[config.mk]
export PLATFORM = sky130hd
export DESIGN_NAME = keypad_countdown_motor_pwm_core
export DESIGN_NICKNAME = d
export VERILOG_FILES = /design/src/design/kcmp_pkg.sv /design/src/design/keypad_countdown_motor_pwm_core.sv /design/src/design/kcmp_front.sv /design/src/design/kcmp_queue.sv /design/src/design/kcmp_back.sv
export SDC_FILE = /design/constraint.sdc
export NUM_CORES = 1
export LEC_CHECK = 0
export ABC_CLOCK_PERIOD_IN_PS = 4150
export BUFFER_PORTS_ARGS = -buffer_cell sky130_fd_sc_hd__buf_2
export CORE_ASPECT_RATIO = 0.5
export CORE_UTILIZATION = 64
export DETAILED_ROUTE_END_ITERATION = 8
export PLACE_DENSITY = 0.86
export SETUP_SLACK_MARGIN = 0.05
export SYNTH_ARGS = -nofsm -noshare
export SYNTH_HDL_FRONTEND = slang
export SYNTH_SLANG_ARGS = --single-unit
[constraint.sdc]
create_clock -name clk -period 4.15 [get_ports clk]
set_clock_uncertainty 0.1 [all_clocks]
set_input_delay 0 -clock clk [delete_from_list [all_inputs] [get_ports clk]]
set_output_delay 0 -clock clk [all_outputs]
set_load 0.03 [all_outputs]
[src/design/kcmp_pkg.sv]
// Shared types and constants for the keypad countdown and motor PWM core.
// Used by the front, queue, back and top-level modules; depends on nothing.
package kcmp_pkg;

    localparam logic [7:0] KEY_RELEASED = 8'hFF;
    localparam logic [7:0] KEY_A        = 8'hFE;
    localparam logic [7:0] KEY_B        = 8'hFD;
    localparam logic [7:0] KEY_MODE     = 8'hFB;
    localparam logic [7:0] KEY_PAGE     = 8'hF7;

    localparam logic [2:0] EV_NONE = 3'd0;
    localparam logic [2:0] EV_A    = 3'd1;
    localparam logic [2:0] EV_B    = 3'd2;
    localparam logic [2:0] EV_MODE = 3'd3;
    localparam logic [2:0] EV_PAGE = 3'd4;

    localparam logic [6:0] MAX_MINUTES = 7'd99;
    localparam logic [5:0] MAX_SECONDS = 6'd59;
    localparam logic [6:0] END_MINUTES = 7'd11;
    localparam logic [5:0] END_SECONDS = 6'd11;
    localparam logic [6:0] DUTY_MAX    = 7'd127;

    localparam logic [1:0] LEVEL_LOW  = 2'd0;
    localparam logic [1:0] LEVEL_MID  = 2'd1;
    localparam logic [1:0] LEVEL_HIGH = 2'd2;

    localparam logic [1:0] MODE_SELECT = 2'd0;
    localparam logic [1:0] MODE_TIME   = 2'd1;
    localparam logic [1:0] MODE_SPEED  = 2'd2;

    localparam logic [1:0] CFG_TICKS_PER_SECOND = 2'd0;
    localparam logic [1:0] CFG_PWM_PERIOD       = 2'd1;
    localparam logic [1:0] CFG_DUTY_STEP        = 2'd2;
    localparam logic [1:0] CFG_DUTY_AT_RESET    = 2'd3;

    localparam logic [5:0] RST_TICKS_PER_SECOND = 6'd50;
    localparam logic [6:0] RST_PWM_PERIOD       = 7'd100;
    localparam logic [5:0] RST_DUTY_STEP        = 6'd30;
    localparam logic [6:0] RST_DUTY_AT_RESET    = 7'd50;

    typedef struct packed {
        logic       slow;
        logic [2:0] key_event;
    } kcmp_item_t;

endpackage

[src/design/keypad_countdown_motor_pwm_core.sv]
// Keypad countdown timer with motor PWM drive. One item is accepted in every
// clock cycle while the input is not stalled; each item passes the classifying
// front end into a two-entry queue and then the executing back end, which
// registers its result in the output register. The input stalls only once the
// queue is full behind a stalled result. Configuration writes see cfg_ready
// tied high and must only be issued while the block is idle.
module keypad_countdown_motor_pwm_core (
    input  logic       clk,
    input  logic       rst_n,
    input  logic       in_valid,
    output logic       in_stall,
    input  logic       cmd,
    input  logic [7:0] keys,
    output logic       out_valid,
    input  logic       out_stall,
    output logic       pwm_out,
    output logic       buzzer_n,
    output logic       alarm_flag,
    output logic       on_set_page,
    output logic [1:0] key_mode,
    output logic       seconds_selected,
    output logic [6:0] minutes_shown,
    output logic [5:0] seconds_shown,
    output logic [1:0] drive_level,
    output logic [6:0] duty_value,
    input  logic       cfg_valid,
    output logic       cfg_ready,
    input  logic [1:0] cfg_index,
    input  logic [6:0] cfg_data
);

    kcmp_pkg::kcmp_item_t front_item;
    kcmp_pkg::kcmp_item_t back_item;
    logic                 push;
    logic                 queue_full;
    logic                 pop;
    logic                 queue_valid;

    assign cfg_ready = 1'b1;

    kcmp_front u_front (
        .clk        (clk),
        .rst_n      (rst_n),
        .in_valid   (in_valid),
        .in_stall   (in_stall),
        .cmd        (cmd),
        .keys       (keys),
        .queue_full (queue_full),
        .push       (push),
        .item       (front_item)
    );

    kcmp_queue u_queue (
        .clk       (clk),
        .rst_n     (rst_n),
        .push      (push),
        .item_in   (front_item),
        .full      (queue_full),
        .pop       (pop),
        .not_empty (queue_valid),
        .item_out  (back_item)
    );

    kcmp_back u_back (
        .clk              (clk),
        .rst_n            (rst_n),
        .q_valid          (queue_valid),
        .q_item           (back_item),
        .q_pop            (pop),
        .cfg_valid        (cfg_valid),
        .cfg_index        (cfg_index),
        .cfg_data         (cfg_data),
        .out_valid        (out_valid),
        .out_stall        (out_stall),
        .pwm_out          (pwm_out),
        .buzzer_n         (buzzer_n),
        .alarm_flag       (alarm_flag),
        .on_set_page      (on_set_page),
        .key_mode         (key_mode),
        .seconds_selected (seconds_selected),
        .minutes_shown    (minutes_shown),
        .seconds_shown    (seconds_shown),
        .drive_level      (drive_level),
        .duty_value       (duty_value)
    );

endmodule

[src/design/kcmp_front.sv]
// Front end: accepts input items, tracks the previous key sample and
// classifies each item into a tick kind and key event. Uses kcmp_pkg.
module kcmp_front (
    input  logic                clk,
    input  logic                rst_n,
    input  logic                in_valid,
    output logic                in_stall,
    input  logic                cmd,
    input  logic [7:0]          keys,
    input  logic                queue_full,
    output logic                push,
    output kcmp_pkg::kcmp_item_t item
);

    logic [7:0] prev_keys_reg;
    logic [7:0] prev_keys_next;
    logic [2:0] key_event;

    assign in_stall = queue_full;
    assign push     = in_valid && !queue_full;

    always_comb
    begin
        key_event = kcmp_pkg::EV_NONE;
        if (keys != prev_keys_reg && prev_keys_reg == kcmp_pkg::KEY_RELEASED)
        begin
            unique case (keys)
                kcmp_pkg::KEY_A:    key_event = kcmp_pkg::EV_A;
                kcmp_pkg::KEY_B:    key_event = kcmp_pkg::EV_B;
                kcmp_pkg::KEY_MODE: key_event = kcmp_pkg::EV_MODE;
                kcmp_pkg::KEY_PAGE: key_event = kcmp_pkg::EV_PAGE;
                default:            key_event = kcmp_pkg::EV_NONE;
            endcase
        end
    end

    always_comb
    begin
        item.slow      = cmd;
        item.key_event = cmd ? key_event : kcmp_pkg::EV_NONE;
        prev_keys_next = prev_keys_reg;
        if (push && cmd)
        begin
            prev_keys_next = keys;
        end
    end

    always_ff @(posedge clk or negedge rst_n)
    begin
        if (!rst_n)
        begin
            prev_keys_reg <= kcmp_pkg::KEY_RELEASED;
        end
        else
        begin
            prev_keys_reg <= prev_keys_next;
        end
    end

endmodule

[src/design/kcmp_queue.sv]
// Two-entry queue of classified items between the front and back ends.
// Uses kcmp_pkg for the item type.
module kcmp_queue (
    input  logic                 clk,
    input  logic                 rst_n,
    input  logic                 push,
    input  kcmp_pkg::kcmp_item_t item_in,
    output logic                 full,
    input  logic                 pop,
    output logic                 not_empty,
    output kcmp_pkg::kcmp_item_t item_out
);

    kcmp_pkg::kcmp_item_t slots_reg [2];
    logic       wr_ptr_reg;
    logic       wr_ptr_next;
    logic       rd_ptr_reg;
    logic       rd_ptr_next;
    logic [1:0] count_reg;
    logic [1:0] count_next;
    logic       do_pop;

    assign full      = (count_reg == 2'd2);
    assign not_empty = (count_reg != 2'd0);
    assign item_out  = slots_reg[rd_ptr_reg];
    assign do_pop    = pop && not_empty;

    always_comb
    begin
        wr_ptr_next = push ? ~wr_ptr_reg : wr_ptr_reg;
        rd_ptr_next = do_pop ? ~rd_ptr_reg : rd_ptr_reg;
        count_next  = count_reg;
        if (push && !do_pop)
        begin
            count_next = count_reg + 2'd1;
        end
        else if (!push && do_pop)
        begin
            count_next = count_reg - 2'd1;
        end
    end

    always_ff @(posedge clk)
    begin
        if (push)
        begin
            slots_reg[wr_ptr_reg] <= item_in;
        end
    end

    always_ff @(posedge clk or negedge rst_n)
    begin
        if (!rst_n)
        begin
            wr_ptr_reg <= 1'b0;
            rd_ptr_reg <= 1'b0;
            count_reg  <= 2'd0;
        end
        else
        begin
            wr_ptr_reg <= wr_ptr_next;
            rd_ptr_reg <= rd_ptr_next;
            count_reg  <= count_next;
        end
    end

endmodule

[src/design/kcmp_back.sv]
// Back end: configuration registers, countdown, key actions, PWM and the
// output register. Uses kcmp_pkg for the item type and constants.
module kcmp_back (
    input  logic                 clk,
    input  logic                 rst_n,
    input  logic                 q_valid,
    input  kcmp_pkg::kcmp_item_t q_item,
    output logic                 q_pop,
    input  logic                 cfg_valid,
    input  logic [1:0]           cfg_index,
    input  logic [6:0]           cfg_data,
    output logic                 out_valid,
    input  logic                 out_stall,
    output logic                 pwm_out,
    output logic                 buzzer_n,
    output logic                 alarm_flag,
    output logic                 on_set_page,
    output logic [1:0]           key_mode,
    output logic                 seconds_selected,
    output logic [6:0]           minutes_shown,
    output logic [5:0]           seconds_shown,
    output logic [1:0]           drive_level,
    output logic [6:0]           duty_value
);

    logic [5:0] tps_reg;
    logic [6:0] period_reg;
    logic [5:0] step_reg;

    logic       page_reg,    page_next;
    logic [1:0] mode_reg,    mode_next;
    logic       sel_reg,     sel_next;
    logic [6:0] min_reg,     min_next;
    logic [5:0] sec_reg,     sec_next;
    logic [1:0] level_reg,   level_next;
    logic [6:0] duty_reg,    duty_next;
    logic       alarm_reg,   alarm_next;
    logic [5:0] stc_reg,     stc_next;
    logic [6:0] phase_reg,   phase_next;
    logic       motor_reg,   motor_next;
    logic       pin_reg,     pin_next;
    logic       out_valid_reg, out_valid_next;

    logic [5:0] stc_inc;
    logic [6:0] phase_inc;
    logic [7:0] duty_sum;
    logic [6:0] time_top;
    logic [6:0] time_val;
    logic [6:0] time_new;
    logic       edit_up;

    assign q_pop            = q_valid && (!out_valid_reg || !out_stall);
    assign out_valid        = out_valid_reg;
    assign pwm_out          = pin_reg;
    assign buzzer_n         = !alarm_reg;
    assign alarm_flag       = alarm_reg;
    assign on_set_page      = page_reg;
    assign key_mode         = mode_reg;
    assign seconds_selected = sel_reg;
    assign minutes_shown    = min_reg;
    assign seconds_shown    = sec_reg;
    assign drive_level      = level_reg;
    assign duty_value       = duty_reg;

    assign stc_inc   = stc_reg + 6'd1;
    assign phase_inc = phase_reg + 7'd1;
    assign duty_sum  = {1'b0, duty_reg} + {2'b00, step_reg};
    assign time_top  = sel_reg ? {1'b0, kcmp_pkg::MAX_SECONDS} : kcmp_pkg::MAX_MINUTES;
    assign time_val  = sel_reg ? {1'b0, sec_reg} : min_reg;
    assign edit_up   = (q_item.key_event == kcmp_pkg::EV_A);

    always_comb
    begin
        if (edit_up)
        begin
            time_new = (time_val >= time_top) ? 7'd0 : time_val + 7'd1;
        end
        else
        begin
            time_new = (time_val == 7'd0) ? time_top : time_val - 7'd1;
        end
    end

    always_comb
    begin
        page_next  = page_reg;
        mode_next  = mode_reg;
        sel_next   = sel_reg;
        min_next   = min_reg;
        sec_next   = sec_reg;
        level_next = level_reg;
        duty_next  = duty_reg;
        alarm_next = alarm_reg;
        stc_next   = stc_reg;
        phase_next = phase_reg;
        motor_next = motor_reg;
        pin_next   = pin_reg;

        if (q_pop)
        begin
            if (q_item.slow)
            begin
                if (!page_reg && !alarm_reg)
                begin
                    stc_next = stc_inc;
                    if (stc_inc >= tps_reg)
                    begin
                        stc_next = 6'd0;
                        if (sec_reg != 6'd0)
                        begin
                            sec_next = sec_reg - 6'd1;
                        end
                        else if (min_reg != 7'd0)
                        begin
                            min_next = min_reg - 7'd1;
                            sec_next = kcmp_pkg::MAX_SECONDS;
                        end
                        else
                        begin
                            min_next   = kcmp_pkg::END_MINUTES;
                            sec_next   = kcmp_pkg::END_SECONDS;
                            alarm_next = 1'b1;
                            motor_next = 1'b0;
                        end
                    end
                end

                unique case (q_item.key_event) inside
                    kcmp_pkg::EV_A, kcmp_pkg::EV_B:
                    begin
                        if (page_reg)
                        begin
                            unique case (mode_reg)
                                kcmp_pkg::MODE_SELECT:
                                begin
                                    sel_next = !sel_reg;
                                end
                                kcmp_pkg::MODE_TIME:
                                begin
                                    if (sel_reg)
                                    begin
                                        sec_next = time_new[5:0];
                                    end
                                    else
                                    begin
                                        min_next = time_new;
                                    end
                                end
                                default:
                                begin
                                    if (edit_up && level_reg != kcmp_pkg::LEVEL_HIGH)
                                    begin
                                        level_next = level_reg + 2'd1;
                                        duty_next  = duty_sum[7] ? kcmp_pkg::DUTY_MAX
                                                                 : duty_sum[6:0];
                                    end
                                    else if (!edit_up && level_reg != kcmp_pkg::LEVEL_LOW)
                                    begin
                                        level_next = level_reg - 2'd1;
                                        duty_next  = (duty_reg > {1'b0, step_reg})
                                                     ? duty_reg - {1'b0, step_reg} : 7'd0;
                                    end
                                end
                            endcase
                        end
                    end
                    kcmp_pkg::EV_MODE:
                    begin
                        mode_next = (mode_reg >= kcmp_pkg::MODE_SPEED)
                                    ? kcmp_pkg::MODE_SELECT : mode_reg + 2'd1;
                    end
                    kcmp_pkg::EV_PAGE:
                    begin
                        page_next  = !page_reg;
                        alarm_next = 1'b0;
                        motor_next = page_reg;
                        stc_next   = 6'd0;
                    end
                    default:
                    begin
                    end
                endcase
            end
            else if (motor_reg)
            begin
                pin_next   = (phase_reg < duty_reg);
                phase_next = (phase_inc >= period_reg) ? 7'd0 : phase_inc;
            end
            else
            begin
                pin_next = 1'b0;
            end
        end

        if (cfg_valid && cfg_index == kcmp_pkg::CFG_DUTY_AT_RESET)
        begin
            duty_next  = cfg_data;
            level_next = kcmp_pkg::LEVEL_MID;
        end
    end

    always_comb
    begin
        if (q_pop)
        begin
            out_valid_next = 1'b1;
        end
        else
        begin
            out_valid_next = out_valid_reg && out_stall;
        end
    end

    always_ff @(posedge clk or negedge rst_n)
    begin
        if (!rst_n)
        begin
            tps_reg       <= kcmp_pkg::RST_TICKS_PER_SECOND;
            period_reg    <= kcmp_pkg::RST_PWM_PERIOD;
            step_reg      <= kcmp_pkg::RST_DUTY_STEP;
            page_reg      <= 1'b1;
            mode_reg      <= kcmp_pkg::MODE_SELECT;
            sel_reg       <= 1'b0;
            min_reg       <= 7'd0;
            sec_reg       <= 6'd0;
            level_reg     <= kcmp_pkg::LEVEL_MID;
            duty_reg      <= kcmp_pkg::RST_DUTY_AT_RESET;
            alarm_reg     <= 1'b0;
            stc_reg       <= 6'd0;
            phase_reg     <= 7'd0;
            motor_reg     <= 1'b0;
            pin_reg       <= 1'b0;
            out_valid_reg <= 1'b0;
        end
        else
        begin
            if (cfg_valid)
            begin
                unique case (cfg_index)
                    kcmp_pkg::CFG_TICKS_PER_SECOND: tps_reg    <= cfg_data[5:0];
                    kcmp_pkg::CFG_PWM_PERIOD:       period_reg <= cfg_data;
                    kcmp_pkg::CFG_DUTY_STEP:        step_reg   <= cfg_data[5:0];
                    default:
                    begin
                    end
                endcase
            end
            page_reg      <= page_next;
            mode_reg      <= mode_next;
            sel_reg       <= sel_next;
            min_reg       <= min_next;
            sec_reg       <= sec_next;
            level_reg     <= level_next;
            duty_reg      <= duty_next;
            alarm_reg     <= alarm_next;
            stc_reg       <= stc_next;
            phase_reg     <= phase_next;
            motor_reg     <= motor_next;
            pin_reg       <= pin_next;
            out_valid_reg <= out_valid_next;
        end
    end

`ifndef ASSERT_OFF
    a_alarm_stops_motor: assert property (@(posedge clk) disable iff (!rst_n)
        alarm_reg |-> !motor_reg)
        else $error("Motor running while the alarm is set.");

    a_set_page_stops_motor: assert property (@(posedge clk) disable iff (!rst_n)
        page_reg |-> !motor_reg)
        else $error("Motor running on the setting page.");

    a_time_in_range: assert property (@(posedge clk) disable iff (!rst_n)
        (min_reg <= kcmp_pkg::MAX_MINUTES) && (sec_reg <= kcmp_pkg::MAX_SECONDS))
        else $error("Countdown value out of range.");

    a_held_result_stable: assert property (@(posedge clk) disable iff (!rst_n)
        (out_valid_reg && out_stall && !cfg_valid) |=> $stable(duty_reg) && out_valid_reg)
        else $error("Stalled result changed.");
`endif

endmodule

# After elaboration in Yosys (flattened, before gate mapping)

Memory sizes are Yosys's and may differ from the RTL's.
Cells that the tools add are included.

Equal/unequal tests: 19
Multiplexer cells: 63
Add/subtract/negate cells: 13
Bitwise gates (word level): 3
$lt $le $gt $ge: 6
Reductions and logical operators: 51

Operator list:

| operator            | number |
|---|---|
| $mux 7              | 24 |
| $mux 6              | 11 |
| $eq 8x8->1 const B  | 5 |
| $mux 2              | 11 |
| $reduce_bool 2->1   | 9 |
| $add 7x1->7 const B | 2 |
| $ge 7x7->1          | 2 |
| $mux 1              | 14 |
| $sub 7x1->7 const B | 2 |
| $logic_and 1x1->1   | 12 |
| $pmux 3 s4          | 1 |
| $reduce_and 3->1    | 4 |
| $reduce_and 6->1    | 2 |
| $reduce_and 2->1    | 5 |
| $logic_not 1->1     | 9 |
| $add 7x6->8         | 1 |
| $ne 8x8->1          | 1 |
| $gt 7x6->1          | 1 |
| $logic_not 7->1     | 1 |
| $lt 7x7->1          | 1 |
| $reduce_bool 7->1   | 1 |
| $sub 7x6->7         | 1 |
| $add 2x1->2 const B | 3 |
| $add 6x1->6 const B | 1 |
| 19 further kinds    | 31 |

Output and inout port bits: 32
Flip-flop bits (word level): 74
Logic and storage cells: 176
Input port bits: 23
RAM bits: 8
Memories: 1

Memory list:

| memory            | depth | bits a word | read ports | clocked after Yosys merged registers in | wr ports | RTL line         | source |
|---|---|---|---|---|---|---|---|
| u_queue.slots_reg | 2     | 4           | 1          | 0                                       | 1        | kcmp_queue.sv:14 | `kcmp_pkg::kcmp_item_t slots_reg [2];` |

# Logic depth before layout (Yosys ltp)

An unclocked memory read counts as a cell.

Depth after elaboration: 12
Depth in mapped cells: 14
Depth with buffers taken out: 11

# Hierarchy

From an unflattened synthesis, not the netlist that was laid out.

Cell total of the unflattened synthesis: 624
Area total of the unflattened synthesis: 5,839.4 µm²

Modules (own cells, without submodules):

| module                          | sequential area each (µm²) | area an instance (µm²) | cells each | instances |
|---|---|---|---|---|
| kcmp_back                       | 1,570.3                    | 4,835.9                | 551        | 1 |
| kcmp_front                      | 210.2                      | 505.5                  | 43         | 1 |
| kcmp_queue                      | 340.3                      | 486.7                  | 28         | 1 |
| keypad_countdown_motor_pwm_core | 0.0                        | 11.3                   | 2          | 1 |

# Worst setup path before layout

OpenSTA, ideal clock, no wires.

Path kind: reg2reg
From: register u_back.sel_reg (netlist: u_back.seconds_selected)
To: register u_back.sec_reg[2] (netlist: u_back.seconds_shown[2])
Setup slack: 1.250 ns
Cell stages (with the launch flop): 13
Setup time: 0.140 ns
Data required time: 3.910 ns
Data arrival time: 2.661 ns
Path buffers: 3
Cell sequence: dfrtp_1 > buf_2 > buf_2 > buf_2 > o21a_1 > ha_1 > nor4b_1 > nand2_1 > o21ai_0 > nor2_1 > a221oi_1 > a31o_1 > o311ai_2

Longest elaborated chain between the ends: 8

Ends and longest elaborated chain:

| item                                      | RTL line                         | source |
|---|---|---|
| start: declaration                        | kcmp_back.sv:32                  | `logic sel_reg, sel_next;` |
| start signal: assignment                  | kcmp_back.sv:250                 | `sel_reg <= sel_next;` |
| $mux 7 (on tied branches)                 | kcmp_back.sv:69, kcmp_back.sv:68 |  |
| $sub 7x1->7, or another cell as far along | kcmp_back.sv:80                  | `time_new = (time_val == 7'd0) ? time_top : time_val - 7'd1;` |
| $mux 7 (on tied branches)                 | kcmp_back.sv:80, kcmp_back.sv:76 |  |
| $mux 7                                    | kcmp_back.sv:74                  | `if (edit_up)` |
| $mux 6 *                                  | kcmp_back.sv:140                 | `if (sel_reg)` |
| $mux 6 *                                  | kcmp_back.sv:133                 | `unique case (mode_reg)` |
| $mux 6 *                                  | kcmp_back.sv:131                 | `if (page_reg)` |
| $mux 6 *                                  | kcmp_back.sv:128                 | `unique case (q_item.key_event) inside` |
| end signal: assignment                    | kcmp_back.sv:252                 | `sec_reg <= sec_next;` |
| end: declaration                          | kcmp_back.sv:34                  | `logic [5:0] sec_reg, sec_next;` |

Mark *: on every way between the ends. The rest lies on a longest branch, timed or not.
A chain may end at the register's enable or synchronous reset.

# Final worst setup path

From: register u_back.stc_reg[0]
To: register u_back.sec_reg[5] (netlist: u_back.seconds_shown[5])

Longest elaborated chain between the ends: 8

Ends and longest elaborated chain:

| item                     | RTL line         | source |
|---|---|---|
| start: declaration       | kcmp_back.sv:38  | `logic [5:0] stc_reg, stc_next;` |
| start signal: assignment | kcmp_back.sv:256 | `stc_reg <= stc_next;` |
| $add 6x1->6 *            | kcmp_back.sv:65  | `assign stc_inc = stc_reg + 6'd1;` |
| $ge 6x6->1 *             | kcmp_back.sv:106 | `if (stc_inc >= tps_reg)` |
| $mux 6 *                 | kcmp_back.sv:106 |  |
| $mux 6 *                 | kcmp_back.sv:103 | `if (!page_reg && !alarm_reg)` |
| $mux 6                   | kcmp_back.sv:140 |  |
| $mux 6                   | kcmp_back.sv:133 |  |
| $mux 6                   | kcmp_back.sv:131 |  |
| $mux 6 *                 | kcmp_back.sv:128 |  |

Marks and branches as above.

==> run summary <==
HP Start - cfg_index[0]
Power Dens Cells - 690 nW/um2
Gate Count Post-Synth - 655
Largest net degree at the start of global routing - 75
Share of layout cells above drive strength 1 - 18.8%
Aggregate global routing overflow - 0
Ports - 55
Least-Margin Pin Slew - 1060 ps
Antenna cell count - 0
Post-DRT Antenna Nets - 0
Initial antenna violation count - 0
First-pass GRT wire length - 24,900 um
Fin crit share - 74.8%
Mapped cell area - 5900 um2
Final min period - 3100 ps
Synth async-reset ratio - 90.2%
Total number of vias - 5,308
CTS Buffer Depth - 2
Critical Path AT - 3240 ps
Comb pwr share - 48.8%
Area grow syn2layout - 14.1%
CTS buffer count - 9
Final #Nets - 779
Switching Power - 2.10 mW
Setup violators final - 0
Die Y - 69.9 um
HP Class - primary input to flop
Fill cells - 579
Critical Path Start - u_back.stc_reg[0]$_DFFE_PN0P_
Synth cell count leaders - 61 x nand2_1, 51 x dfrtp_1, 45 x inv_1
DP HPWL - 10,300 um
Sequential area share after synthesis - 36.0%
TritonCTS clock tree - built
Yosys reg bits - 82
Crit path capture type - flop
VDD IR max - 445 uV
Clock-pin slew on the worst setup and hold paths - 70 ps
Core Region - 8830 um2
Sequential power share - 31.8%
FMAX - 322 MHz
Mean Syn Cell Area - 9.00 um2
Int Power - 2.54 mW
Die width - 138 um
First drt pass iteration count - 7
R2R setup slack - 1050 ps
# placed instances - 798
Status - finished clean
Routed wire length - 15,500 um
Via-to-Cell Ratio - 6.35
Post-synth top area share - 21.6%
CTS sink cnt - 82
Slew margin rel. - 29.4%
EDFF count, synth - 8
Synth Flop Type - dfrtp_1
Standard-cell row count - 24
Required time worst endpoint - 4290 ps
Fin. Hold Viols - 0
Crit Path Category - flop to flop
Area contributors post-synth - dfrtp_1 22%, dfstp_2 10%, ha_1 8.5%
Non-Filler Instances - 836
Clock share of power - 19.4%
Final hold slack - 70.7 ps
Worst skew pair latency - 350 ps
Synth Warn # - 0
Reg-to-reg startpoint - u_back.stc_reg[0]$_DFFE_PN0P_
Leakage - 2.96 nW
Mapped Nets - 720
Net Sw Frac - 45.2%
Crit-path max FO - 15
IO Port Bufs - 53
Max Cap Viol - 0
Setup TNS - 0 ps
Starting DRT DRC Count - 480
Number of global-route vias before repair - 5,090
Initial core utilization - 66.8%
Nature of the critical path startpoint - flop
Leading area contributor after synthesis - dfrtp_1
Final GP Congestion - 0.942
DRC - 0
RSZ-0062 raised after global routing - no
Die area - 9620 um2
Slew Limit Fails - 0
Netlist cell types - 72
Post-CTS resize count - 0
Most frequent cell after synthesis - nand2_1
CTS HTree Levels - 3
Total GRT Usage - 33.9%
WL/cell - 18.5 um
Root Buffer - clkbuf_16
==> power groups by stage <==
stage                     logic [mW]  clock network, mW  registers [mW]
after detailed placement        2.17                  0            1.47
after CTS                       2.22              0.900            1.46
final                           2.26              0.900            1.48
after floorplan                 1.59                  0            1.51
after global placement          2.11                  0            1.46
after global routing            2.48              0.937            1.51
==> kinds of logic after synthesis <==
kind of cell    Yosys count  synth area share (%)
simple gates            220                  19.0
compound gates          164                  18.2
flops                    82                  36.0
buf+inv                  74                  5.35
xor+xnor                 43                  6.71
fa+ha+maj                42                  9.17
mux                      29                  5.48
other cells               1                0.0636
==> metal layers <==
metal,GRT usage [%],part of all wire [%],vias up
li1,-,-,2455
met1,42.4,41,2558
met2,56.6,49,245
met3,8.13,7.9,50
met4,13.3,2.7,0
met5,0,0,-
==> layout make-up <==
type	instances	area (um2)	area share (%)
repair buffers	77	503	7.47
flip-flops and latches	82	2120	31.5
well taps	117	146	2.18
inverters	45	169	2.51
multi-input cells	499	3460	51.4
clock buffers	9	225	3.35
clock inverters	7	105	1.56
==> final timing paths <==
| kind | depth (start not counted) | to |
|---|---|---|
| min reg2reg | 1 | u_queue.wr_ptr_reg$_DFFE_PN0P_ |
| max in group asynchronous | 2 | u_back.period_reg[0]$_DFFE_PN0P_ |
| min | 3 | u_back.tps_reg[2]$_DFFE_PN0P_ |
| max | 12 | u_back.seconds_shown[5]$_DFFE_PN0P_ |
| min in group asynchronous | 2 | u_back.duty_value[6]$_DFFE_PN0P_ |
| max reg2reg | 12 | u_back.seconds_shown[5]$_DFFE_PN0P_ |
==> what timing repair did <==
item	4_1_cts	5_1_grt
hold endpoints to repair	95	0
endpoints found under the setup margin	0	0
buffers inserted	0	0
hold buffers	22	0
==> per-stage QoR <==
step / area (um2) / power (mW) / util, % / worst slack, ps
finish: 6730 / 4.64 / 76.2 / 1050
global route: 6730 / 4.92 / 76.2 / 791
CTS: 6730 / 4.59 / 76.2 / 1210
detailed placement: 6180 / 3.64 / 70.0 / 1220
global placement: 6180 / 3.56 / 70.0 / 1360
floorplan: 5900 / 3.10 / - / 1250
==> placed cells by master (no fill, tap or decap), types with 8 or more instances in the layout <==
cell,instances
o21ai_1,15
nand2b_1,12
nor2b_1,11
o21ai_0,39
nor2_1,39
xnor2_1,26
nor3_1,26
nand4_1,8
dfstp_2,23
nand2_1,61
edfxtp_1,8
clkbuf_16,9
o21a_1,8
nand3_1,23
mux2_2,26
inv_1,45
dfrtp_1,51
a21oi_1,29
dlygate4sd3_1,22
buf_2,52
xor2_1,16
ha_1,40
==> critical path, cell delays in order, from the launching register on <==
cell      delay, ps
dfrtp_1         410
ha_1            240
nand3_1         110
xnor2_1         210
ha_1            290
a21o_1          200
a22o_1          200
a31oi_1         230
buf_4           250
nor3_1          100
o31ai_1         320
o211ai_1        140
o21a_1          170
Note: power is estimated with default switching activity, not from simulation.
